File: config.mk
export PLATFORM = sky130hd
export DESIGN_NAME = xxhash32_message_hash
export DESIGN_NICKNAME = d
export VERILOG_FILES = /design/src/rtl/xxh32_pkg.sv /design/src/rtl/xxhash32_message_hash.sv /design/src/rtl/xxh32_mul.sv /design/src/rtl/xxh32_core.sv
export VERILOG_INCLUDE_DIRS = /design/src /design/src/rtl
export SDC_FILE = /design/constraint.sdc
export NUM_CORES = 2
export LEC_CHECK = 0
export ABC_AREA = 1
export BUFFER_PORTS_ARGS = -buffer_cell sky130_fd_sc_hd__buf_2
export CAP_MARGIN = 40
export CORE_UTILIZATION = 55
export CTS_BUF_LIST = sky130_fd_sc_hd__clkbuf_4
export DETAILED_ROUTE_END_ITERATION = 8
export PLACE_DENSITY_LB_ADDON = 0.15
export SYNTH_ARGS = -nofsm -noshare
export SYNTH_HDL_FRONTEND = slang
export SYNTH_SLANG_ARGS = --single-unit
File: constraint.sdc
create_clock -name clk -period 25.2 [get_ports clk]
set_input_delay 3.78 -clock clk [delete_from_list [all_inputs] [get_ports clk]]
set_output_delay 3.78 -clock clk [all_outputs]
set_load 0.03 [all_outputs]
File: src/rtl/xxhash32_message_hash_defines.svh
// ----------------------------------------------------------------------------
// xxHash32 assertion macros
// Concurrent assertion wrappers clocked on clk and disabled during reset.
// ----------------------------------------------------------------------------
`ifndef XXHASH32_MESSAGE_HASH_DEFINES_SVH
`define XXHASH32_MESSAGE_HASH_DEFINES_SVH

`ifndef ASSERT_OFF
// same-cycle implication
`define XXH_ASSERT_IMPL(lbl, ante, cons, msg) \
	lbl: assert property (@(posedge clk) disable iff (!arst_n) (ante) |-> (cons)) \
		else $error(msg);
// next-cycle implication
`define XXH_ASSERT_NEXT(lbl, ante, cons, msg) \
	lbl: assert property (@(posedge clk) disable iff (!arst_n) (ante) |=> (cons)) \
		else $error(msg);
`else
`define XXH_ASSERT_IMPL(lbl, ante, cons, msg)
`define XXH_ASSERT_NEXT(lbl, ante, cons, msg)
`endif

`endif

File: src/rtl/xxh32_pkg.sv
// ----------------------------------------------------------------------------
// xxHash32 package
// Primes, request and status types and the rotate helper.
// ----------------------------------------------------------------------------
package xxh32_pkg;

	localparam logic [31:0] PRIME1 = 32'h9E37_79B1;
	localparam logic [31:0] PRIME2 = 32'h85EB_CA77;
	localparam logic [31:0] PRIME3 = 32'hC2B2_AE3D;
	localparam logic [31:0] PRIME4 = 32'h27D4_EB2F;
	localparam logic [31:0] PRIME5 = 32'h1656_67B1;

	localparam logic [2:0] FULL_WORD = 3'd4;

	// one input request
	typedef struct packed {
		logic        last_word;
		logic [2:0]  byte_count;
		logic [31:0] data_word;
	} item_t;

	// core status seen by the top level
	typedef struct packed {
		logic       idle;
		logic [1:0] fill;
	} status_t;

	function automatic logic [31:0] rotl(input logic [31:0] v, input logic [4:0] s);
		rotl = (v << s) | (v >> (6'd32 - {1'b0, s}));
	endfunction

endpackage

File: src/rtl/xxhash32_message_hash.sv
// ----------------------------------------------------------------------------
// xxHash32 message hash
// Stream-in words, stream-out one 32-bit hash per message.
// ----------------------------------------------------------------------------
// Words enter on the slave stream; a middle word that does not complete a
// 16-byte stripe is only stored in the stripe buffer. A word that completes
// a stripe runs four lane rounds (RMUL1, RADD, RMUL2, RWB) on the single
// shared multiplier; no new word is taken until the block is idle again.
// The last word then seeds the hash (MINIT), merges the lanes (MERGE) if any
// stripe completed, runs a word round per leftover whole word and a byte
// round per leftover byte, then the avalanche and hand-off. The hash waits
// in an output register, so the next message may start while it is unread.
// The seed register is written on the cfg channel, which is always ready;
// the lanes take it when the first stripe of a message completes, and a
// message with no full stripe takes it when MINIT seeds the hash.
module xxhash32_message_hash import xxh32_pkg::*; (
	input  logic        clk,
	input  logic        arst_n,
	input  logic        cfg_valid,
	output logic        cfg_ready,
	input  logic [31:0] cfg_data,
	input  logic        s_axis_tvalid,
	output logic        s_axis_tready,
	input  logic [39:0] s_axis_tdata,   // [31:0] data_word, [34:32] byte_count, rest zero
	input  logic        s_axis_tlast,   // last_word
	output logic        m_axis_tvalid,
	input  logic        m_axis_tready,
	output logic [31:0] m_axis_tdata    // [31:0] hash_value
);

`include "xxhash32_message_hash_defines.svh"

	logic [31:0] seed_q;
	logic        out_valid_q;
	logic [31:0] out_data_q;
	logic        out_busy;
	logic        res_valid;
	logic [31:0] res_hash;
	item_t       item;
	status_t     status;
	logic        in_accept;

	assign cfg_ready = 1'b1;

	always_ff @(posedge clk or negedge arst_n) begin
		if (!arst_n)
			seed_q <= 32'd0;
		else if (cfg_valid && cfg_ready)
			seed_q <= cfg_data;
	end

	assign item.data_word  = s_axis_tdata[31:0];
	assign item.byte_count = s_axis_tdata[34:32];
	assign item.last_word  = s_axis_tlast;

	assign s_axis_tready = status.idle;
	assign in_accept     = s_axis_tvalid && s_axis_tready;
	assign out_busy      = out_valid_q && !m_axis_tready;

	xxh32_core u_core (
		.clk       (clk),
		.arst_n    (arst_n),
		.seed      (seed_q),
		.in_valid  (s_axis_tvalid),
		.in_item   (item),
		.out_busy  (out_busy),
		.res_valid (res_valid),
		.res_hash  (res_hash),
		.status    (status)
	);

	always_ff @(posedge clk or negedge arst_n) begin
		if (!arst_n)
			out_valid_q <= 1'b0;
		else if (res_valid)
			out_valid_q <= 1'b1;
		else if (m_axis_tready)
			out_valid_q <= 1'b0;
	end

	always_ff @(posedge clk) begin
		if (res_valid)
			out_data_q <= res_hash;
	end

	assign m_axis_tvalid = out_valid_q;
	assign m_axis_tdata  = out_data_q;

	// a finished hash must never overwrite one still waiting
	`XXH_ASSERT_IMPL(a_no_overwrite, res_valid, !out_busy, "hash issued into a full output register")
	// the last word always starts the finishing sequence
	`XXH_ASSERT_NEXT(a_last_busy, in_accept && s_axis_tlast, !s_axis_tready, "ready after last word")
	// a stripe-completing word always runs the lane rounds
	`XXH_ASSERT_NEXT(a_stripe_busy, in_accept && !s_axis_tlast && status.fill == 2'd3,
		!s_axis_tready, "ready after stripe completion")

endmodule

File: src/rtl/xxh32_mul.sv
// ----------------------------------------------------------------------------
// xxHash32 shared multiplier
// 32x32 multiply keeping the low word, result registered.
// ----------------------------------------------------------------------------
module xxh32_mul import xxh32_pkg::*; (
	input  logic        clk,
	input  logic [31:0] a,
	input  logic [31:0] b,
	output logic [31:0] p_q
);

	logic [63:0] prod;

	assign prod = {32'd0, a} * {32'd0, b};

	always_ff @(posedge clk) begin
		p_q <= prod[31:0];
	end

endmodule

File: src/rtl/xxh32_core.sv
// ----------------------------------------------------------------------------
// xxHash32 sequencer and datapath
// Stripe buffer, lane accumulators and the round/merge/avalanche sequencer
// around one shared multiplier.
// ----------------------------------------------------------------------------
module xxh32_core import xxh32_pkg::*; (
	input  logic        clk,
	input  logic        arst_n,
	input  logic [31:0] seed,
	input  logic        in_valid,
	input  item_t       in_item,
	input  logic        out_busy,
	output logic        res_valid,
	output logic [31:0] res_hash,
	output status_t     status
);

	typedef enum logic [11:0] {
		ST_IDLE  = 12'b0000_0000_0001,
		ST_RMUL1 = 12'b0000_0000_0010,
		ST_RADD  = 12'b0000_0000_0100,
		ST_RMUL2 = 12'b0000_0000_1000,
		ST_RWB   = 12'b0000_0001_0000,
		ST_MINIT = 12'b0000_0010_0000,
		ST_MERGE = 12'b0000_0100_0000,
		ST_AMUL1 = 12'b0000_1000_0000,
		ST_AX13  = 12'b0001_0000_0000,
		ST_AMUL2 = 12'b0010_0000_0000,
		ST_AFIN  = 12'b0100_0000_0000,
		ST_DONE  = 12'b1000_0000_0000
	} state_t;

	typedef enum logic [1:0] {
		K_LANE = 2'd0,
		K_WORD = 2'd1,
		K_BYTE = 2'd2
	} kind_t;

	state_t      state_q, state_d;
	kind_t       kind_q, kind_d;
	logic [1:0]  idx_q, idx_d;
	logic [1:0]  fill_q;
	logic [1:0]  tword_q;
	logic [1:0]  nbytes_q;
	logic        seen_q;
	logic        last_q;
	logic [31:0] total_q;

	logic [31:0] lane_q [4];
	logic [31:0] sw_q [4];
	logic [31:0] word_q;
	logic [31:0] h_q;
	logic [31:0] t_q;

	logic [31:0] mul_a, mul_b, p_q;
	logic        accept;
	logic [2:0]  eff;
	logic        stripe_full;
	logic [31:0] src_val, base_val, sum_val, rot_val, merge_rot, byte_val;
	logic [2:0]  idx_inc;

	xxh32_mul u_mul (
		.clk (clk),
		.a   (mul_a),
		.b   (mul_b),
		.p_q (p_q)
	);

	assign accept      = (state_q == ST_IDLE) && in_valid;
	assign eff         = !in_item.last_word ? FULL_WORD :
		(in_item.byte_count > FULL_WORD ? FULL_WORD : in_item.byte_count);
	assign stripe_full = (eff == FULL_WORD) && (fill_q == 2'd3);
	assign idx_inc     = {1'b0, idx_q} + 3'd1;

	assign status.idle = (state_q == ST_IDLE);
	assign status.fill = fill_q;

	always_comb begin
		case (idx_q)
			2'd0:    byte_val = {24'd0, word_q[7:0]};
			2'd1:    byte_val = {24'd0, word_q[15:8]};
			2'd2:    byte_val = {24'd0, word_q[23:16]};
			default: byte_val = {24'd0, word_q[31:24]};
		endcase
	end

	assign src_val  = (kind_q == K_BYTE) ? byte_val : sw_q[idx_q];
	assign base_val = (kind_q == K_LANE) ? lane_q[idx_q] : h_q;
	assign sum_val  = base_val + p_q;

	always_comb begin
		case (kind_q)
			K_LANE:  rot_val = rotl(sum_val, 5'd13);
			K_WORD:  rot_val = rotl(sum_val, 5'd17);
			default: rot_val = rotl(sum_val, 5'd11);
		endcase
	end

	always_comb begin
		case (idx_q)
			2'd0:    merge_rot = rotl(lane_q[0], 5'd1);
			2'd1:    merge_rot = rotl(lane_q[1], 5'd7);
			2'd2:    merge_rot = rotl(lane_q[2], 5'd12);
			default: merge_rot = rotl(lane_q[3], 5'd18);
		endcase
	end

	// operand select for the shared multiplier
	always_comb begin
		mul_a = t_q;
		mul_b = PRIME1;
		case (state_q)
			ST_RMUL1: begin
				mul_a = src_val;
				case (kind_q)
					K_LANE:  mul_b = PRIME2;
					K_WORD:  mul_b = PRIME3;
					default: mul_b = PRIME5;
				endcase
			end
			ST_RMUL2: begin
				mul_a = t_q;
				mul_b = (kind_q == K_WORD) ? PRIME4 : PRIME1;
			end
			ST_AMUL1: begin
				mul_a = h_q ^ (h_q >> 15);
				mul_b = PRIME2;
			end
			ST_AMUL2: begin
				mul_a = h_q;
				mul_b = PRIME3;
			end
			default: begin
				mul_a = t_q;
				mul_b = PRIME1;
			end
		endcase
	end

	// next state; tail start picks merge, word rounds, byte rounds or avalanche
	always_comb begin
		state_d = state_q;
		kind_d  = kind_q;
		idx_d   = idx_q;
		case (state_q)
			ST_IDLE: begin
				if (accept) begin
					if (stripe_full) begin
						state_d = ST_RMUL1;
						kind_d  = K_LANE;
						idx_d   = 2'd0;
					end else if (in_item.last_word) begin
						state_d = ST_MINIT;
					end
				end
			end
			ST_RMUL1: state_d = ST_RADD;
			ST_RADD:  state_d = ST_RMUL2;
			ST_RMUL2: state_d = ST_RWB;
			ST_RWB: begin
				case (kind_q)
					K_LANE: begin
						if (idx_q == 2'd3)
							state_d = last_q ? ST_MINIT : ST_IDLE;
						else begin
							idx_d   = idx_inc[1:0];
							state_d = ST_RMUL1;
						end
					end
					K_WORD: begin
						if (idx_inc == {1'b0, tword_q}) begin
							idx_d = 2'd0;
							if (nbytes_q != 2'd0) begin
								kind_d  = K_BYTE;
								state_d = ST_RMUL1;
							end else
								state_d = ST_AMUL1;
						end else begin
							idx_d   = idx_inc[1:0];
							state_d = ST_RMUL1;
						end
					end
					default: begin
						if (idx_inc == {1'b0, nbytes_q})
							state_d = ST_AMUL1;
						else begin
							idx_d   = idx_inc[1:0];
							state_d = ST_RMUL1;
						end
					end
				endcase
			end
			ST_MINIT: begin
				idx_d = 2'd0;
				if (seen_q)
					state_d = ST_MERGE;
				else if (tword_q != 2'd0) begin
					kind_d  = K_WORD;
					state_d = ST_RMUL1;
				end else if (nbytes_q != 2'd0) begin
					kind_d  = K_BYTE;
					state_d = ST_RMUL1;
				end else
					state_d = ST_AMUL1;
			end
			ST_MERGE: begin
				if (idx_q == 2'd3) begin
					idx_d = 2'd0;
					if (tword_q != 2'd0) begin
						kind_d  = K_WORD;
						state_d = ST_RMUL1;
					end else if (nbytes_q != 2'd0) begin
						kind_d  = K_BYTE;
						state_d = ST_RMUL1;
					end else
						state_d = ST_AMUL1;
				end else
					idx_d = idx_inc[1:0];
			end
			ST_AMUL1: state_d = ST_AX13;
			ST_AX13:  state_d = ST_AMUL2;
			ST_AMUL2: state_d = ST_AFIN;
			ST_AFIN:  state_d = ST_DONE;
			ST_DONE: begin
				if (!out_busy)
					state_d = ST_IDLE;
			end
			default: state_d = ST_IDLE;
		endcase
	end

	assign res_valid = (state_q == ST_DONE) && !out_busy;
	assign res_hash  = h_q;

	always_ff @(posedge clk or negedge arst_n) begin
		if (!arst_n) begin
			state_q  <= ST_IDLE;
			kind_q   <= K_LANE;
			idx_q    <= 2'd0;
			fill_q   <= 2'd0;
			tword_q  <= 2'd0;
			nbytes_q <= 2'd0;
			seen_q   <= 1'b0;
			last_q   <= 1'b0;
			total_q  <= 32'd0;
		end else begin
			state_q <= state_d;
			kind_q  <= kind_d;
			idx_q   <= idx_d;
			if (accept) begin
				total_q <= total_q + {29'd0, eff};
				last_q  <= in_item.last_word;
				if (stripe_full) begin
					seen_q   <= 1'b1;
					fill_q   <= 2'd0;
					tword_q  <= 2'd0;
					nbytes_q <= 2'd0;
				end else if (!in_item.last_word) begin
					fill_q <= fill_q + 2'd1;
				end else if (eff == FULL_WORD) begin
					tword_q  <= fill_q + 2'd1;
					nbytes_q <= 2'd0;
				end else begin
					tword_q  <= fill_q;
					nbytes_q <= eff[1:0];
				end
			end
			if (res_valid) begin
				fill_q  <= 2'd0;
				seen_q  <= 1'b0;
				total_q <= 32'd0;
			end
		end
	end

	always_ff @(posedge clk) begin
		if (accept) begin
			word_q <= in_item.data_word;
			if (stripe_full) begin
				sw_q[3] <= in_item.data_word;
				if (!seen_q) begin
					lane_q[0] <= seed + PRIME1 + PRIME2;
					lane_q[1] <= seed + PRIME2;
					lane_q[2] <= seed;
					lane_q[3] <= seed - PRIME1;
				end
			end else if (!in_item.last_word || eff == FULL_WORD) begin
				sw_q[fill_q] <= in_item.data_word;
			end
		end
		case (state_q)
			ST_RADD: t_q <= rot_val;
			ST_RWB: begin
				if (kind_q == K_LANE)
					lane_q[idx_q] <= p_q;
				else
					h_q <= p_q;
			end
			ST_MINIT: h_q <= total_q + (seen_q ? 32'd0 : seed + PRIME5);
			ST_MERGE: h_q <= h_q + merge_rot;
			ST_AX13:  h_q <= p_q ^ (p_q >> 13);
			ST_AFIN:  h_q <= p_q ^ (p_q >> 16);
			default: ;
		endcase
	end

endmodule

==> flow_summary_export.csv <==
group,metric,value,unit
floorplan,io_pins,113,
synthesis,synth_top_family_by_area,"adder cells",
timing,fmax,90.9,MHz
outcome,status,"complete, no violations",
routing,routedWlPerCell,26.2,µm
cts,cts-buffers-inserted,137,
timing,clock_skew,0.0700,ns
timing,hold_viol_final,0,
critical_path,end_kind,"flop",
routing,drtIter0Drc,5145,
critical_path,cp_max_fo,66,
critical_path,cp_common_cell,"fa_1",
min_path,hp-start,"u_core.total_q[17]$_DFFE_PN0P_",
cts,cts_tree,"done",
routing,dr.pass1.iters,6,
job,max_cap_viol_count,0,
synthesis,synth.cell_area,46500,µm²
critical_path,ff2ff_path_depth,39,
layout,fin_util,60.1,%
synthesis,synth_warnings,0,
timing,fin_crit,11.01,ns
layout,final_layout_size_suffix_gt1_share,9.32,%
synthesis,synth_nets,6461,
cts,clock_latency,1.09,ns
place,numPortBuffers,106,
synthesis,synth_xor_area_share,2.75,%
critical_path,r2r_end,"u_core.u_mul.p_q[31]$_DFF_P_",
min_path,whs_path_depth,1,
cts,root_buffer,"clkbuf_4",
synthesis,synth_fa_ha_area_share,23.7,%
global_route,grt_pass1_wl,269,mm
routing,num_vias,42500,
floorplan,die_h,293,µm
global_route,grt_pass1_vias,40500,
timing,fin_tns_setup,0,ns
synthesis,async_flop_share,17.6,%
min_path,hp-class,"reg -> reg",
synthesis,synth_top_area_share,24.8,%
global_route,grt_max_degree,79,
timing,fin_hold_ws,0.526,ns
synthesis,synth_cell_types,70,
cts,cts.sinks,505,
floorplan,die-area,85700,µm²
global_route,gr-total-overflow,0,
synthesis,synth_area_leaders,"edfxtp_1, fa_1, nand2_1",
critical_path,worstPathArrival,11.98,ns
floorplan,fp-row-count,106,
global_route,antenna_found_initial,10,
place,place.gp.congestion,1.07,
floorplan,die_w,293,µm
timing,relSlewSlack,36.6,%
layout,fin_nets,6590,
critical_path,critPathLaunchType,"flop",
timing,rsz0062_at_grt,"false",
synthesis,synth_mux_area_share,0.0215,%
layout,syn_to_final_growth,8.19,%
routing,routed_wl,187,mm
layout,num-fill-cells,7721,
cts,clk_path_buf_depth,3,
routing,routed_via_density,5.96,
synthesis,synth_common_cells,"nand2_1, inv_1, nor2_1, o21ai_0, fa_1",
cts,ctsResizeCount,0,
floorplan,initial_core_util,55.6,%
global_route,track_usage,44.0,%
synthesis,synth-simple-area-share,20.0,%
synthesis,synth_edf_count,384,
routing,ant_nets,0,
cts,hold_buffers,0,
synthesis,synth_top_area_cell,"edfxtp_1",
critical_path,rr_startpoint,"u_core.idx_q[0]$_DFFE_PN0P_",
synthesis,synth-compound-area-share,13.1,%
place,hpwlAfterDp,145,mm
timing,slew_violations,0,
synthesis,yosysSeqAreaShare,31.0,%
cts,htree_levels,4,
critical_path,slowest_delay,0.65,ns
critical_path,slowest_stage,"dfrtp_4",
min_path,min_to,"u_core.total_q[17]$_DFFE_PN0P_",
routing,drc,0,
timing,setup_violations,0,
synthesis,yosysMostFrequentCell,"nand2_1",
synthesis,synth_flop_cell,"edfxtp_1",
cts,clkTransAtPathRegs,0.06,ns
synthesis,avgSynthCellArea,8.10,µm²
cts,cts_setup_buffers,0,
floorplan,coreArea,83700,µm²
timing,worst_pin_slew,0.951,ns
synthesis,synth-seq-cells,505,
synthesis,synth_cells,5742,
critical_path,r2r_slack,14.19,ns
critical_path,criticalPathCategory,"reg -> reg",
timing,fin_crit_sh,43.7,%
critical_path,worstPathRequired,26.17,ns
==> layout by cell type (no fill, tap or decap), types with 8 or more instances in the layout <==
cell	n
nand2_2	10
a31oi_1	68
fa_1	399
a21oi_1	383
xnor2_1	29
nor4_1	21
dfxtp_1	32
nand3b_1	14
clkbuf_4	190
o211ai_1	20
a21o_1	8
o21bai_1	10
o21a_1	16
edfxtp_1	384
nand4_1	48
inv_2	23
o21ai_0	433
nor3_1	54
dfrtp_1	86
nand2_1	1103
nor2_1	552
inv_1	912
clkinv_1	46
xor2_1	117
clkinv_2	14
o22ai_1	65
nor2_4	16
buf_4	80
ha_1	242
or2_2	43
o21ai_1	11
nor2_2	16
o221ai_1	19
a211oi_1	16
nand3_1	288
buf_2	109
==> worst max-delay path, delay by kind of cell (launching register included) <==
family | cells | cell delay [ns]
buffers and inverters | 11 | 2.70
AOI/OAI and AO/OA | 5 | 0.66
and+or+nand+nor | 13 | 2.33
adders and majority gates | 10 | 4.54
DFF | 1 | 0.65
==> registers in the layout, indices dropped and copies added, names as in the netlist <==
signal and flops:
u_core.nbytes_q 2, m_axis_tvalid 1, u_core.total_q 32, seed_q 32
u_core.state_q 12, u_core.t_q 32, u_core.res_hash 32, u_core.seen_q 1
u_core.word_q 32, u_core.kind_q 2, u_core.idx_q 2, u_core.fill_q 2
u_core.sw_q 128, m_axis_tdata 32, u_core.tword_q 2, u_core.last_q 1
u_core.lane_q 128, u_core.u_mul.p_q 32
==> cell type report <==
class / count / area, µm² / share of cell area (%)
tap: 1134 / 1420 / 2.82
antenna: 6 / 15.0 / 0.0298
multi-input combinational: 4083 / 27800 / 55.2
timing repair buffer: 195 / 1270 / 2.53
clock inverter: 63 / 437 / 0.868
sequential: 505 / 14400 / 28.6
clock buffer: 190 / 1430 / 2.83
inverter: 949 / 3560 / 7.08
==> stage by stage <==
stage / cells / setup WS, ns / instance area (µm²)
global placement: 6846 / 14.52 / 48200
finish: 7125 / 14.19 / 50300
CTS: 7109 / 14.41 / 50200
detailed placement: 6856 / 14.44 / 48400
floorplan: 5742 / 14.88 / 46500
global route: 7123 / 13.88 / 50300
==> per-layer routing <==
metal	global-route usage [%]	vias up	wire length [µm]
met3	10.6	593	19700
li1	-	19100	-
met4	33.5	8	16700
met1	53.8	20000	67800
met5	0.681	-	124
met2	67.2	2741	82700
==> cells by family after synthesis <==
group,after synthesis
fa+ha+maj,641
xor+xnor,146
mux,1
flops,505
other cells,1
buf+inv,1154
compound gates,1098
simple gates,2196
==> worst max-delay path by stage <==
| stage | start | end | slack, ns |
|---|---|---|---|
| CTS | u_core.idx_q[0]$_DFFE_PN0P_ | u_core.u_mul.p_q[31]$_DFF_P_ | 14.41 |
| floorplan | s_axis_tvalid | u_core.sw_q[3][0]$_DFFE_PP_ | 14.88 |
| global placement | u_core.idx_q[0]$_DFFE_PN0P_ | u_core.u_mul.p_q[31]$_DFF_P_ | 14.52 |
| global route | u_core.idx_q[0]$_DFFE_PN0P_ | u_core.u_mul.p_q[31]$_DFF_P_ | 13.88 |
| detailed placement | u_core.idx_q[0]$_DFFE_PN0P_ | u_core.u_mul.p_q[31]$_DFF_P_ | 14.44 |
| finish | u_core.idx_q[0]$_DFFE_PN0P_ | u_core.u_mul.p_q[31]$_DFF_P_ | 14.19 |
Power is not shown: default switching activity piles up to over one toggle a cycle in this logic, so the estimate is an artifact.
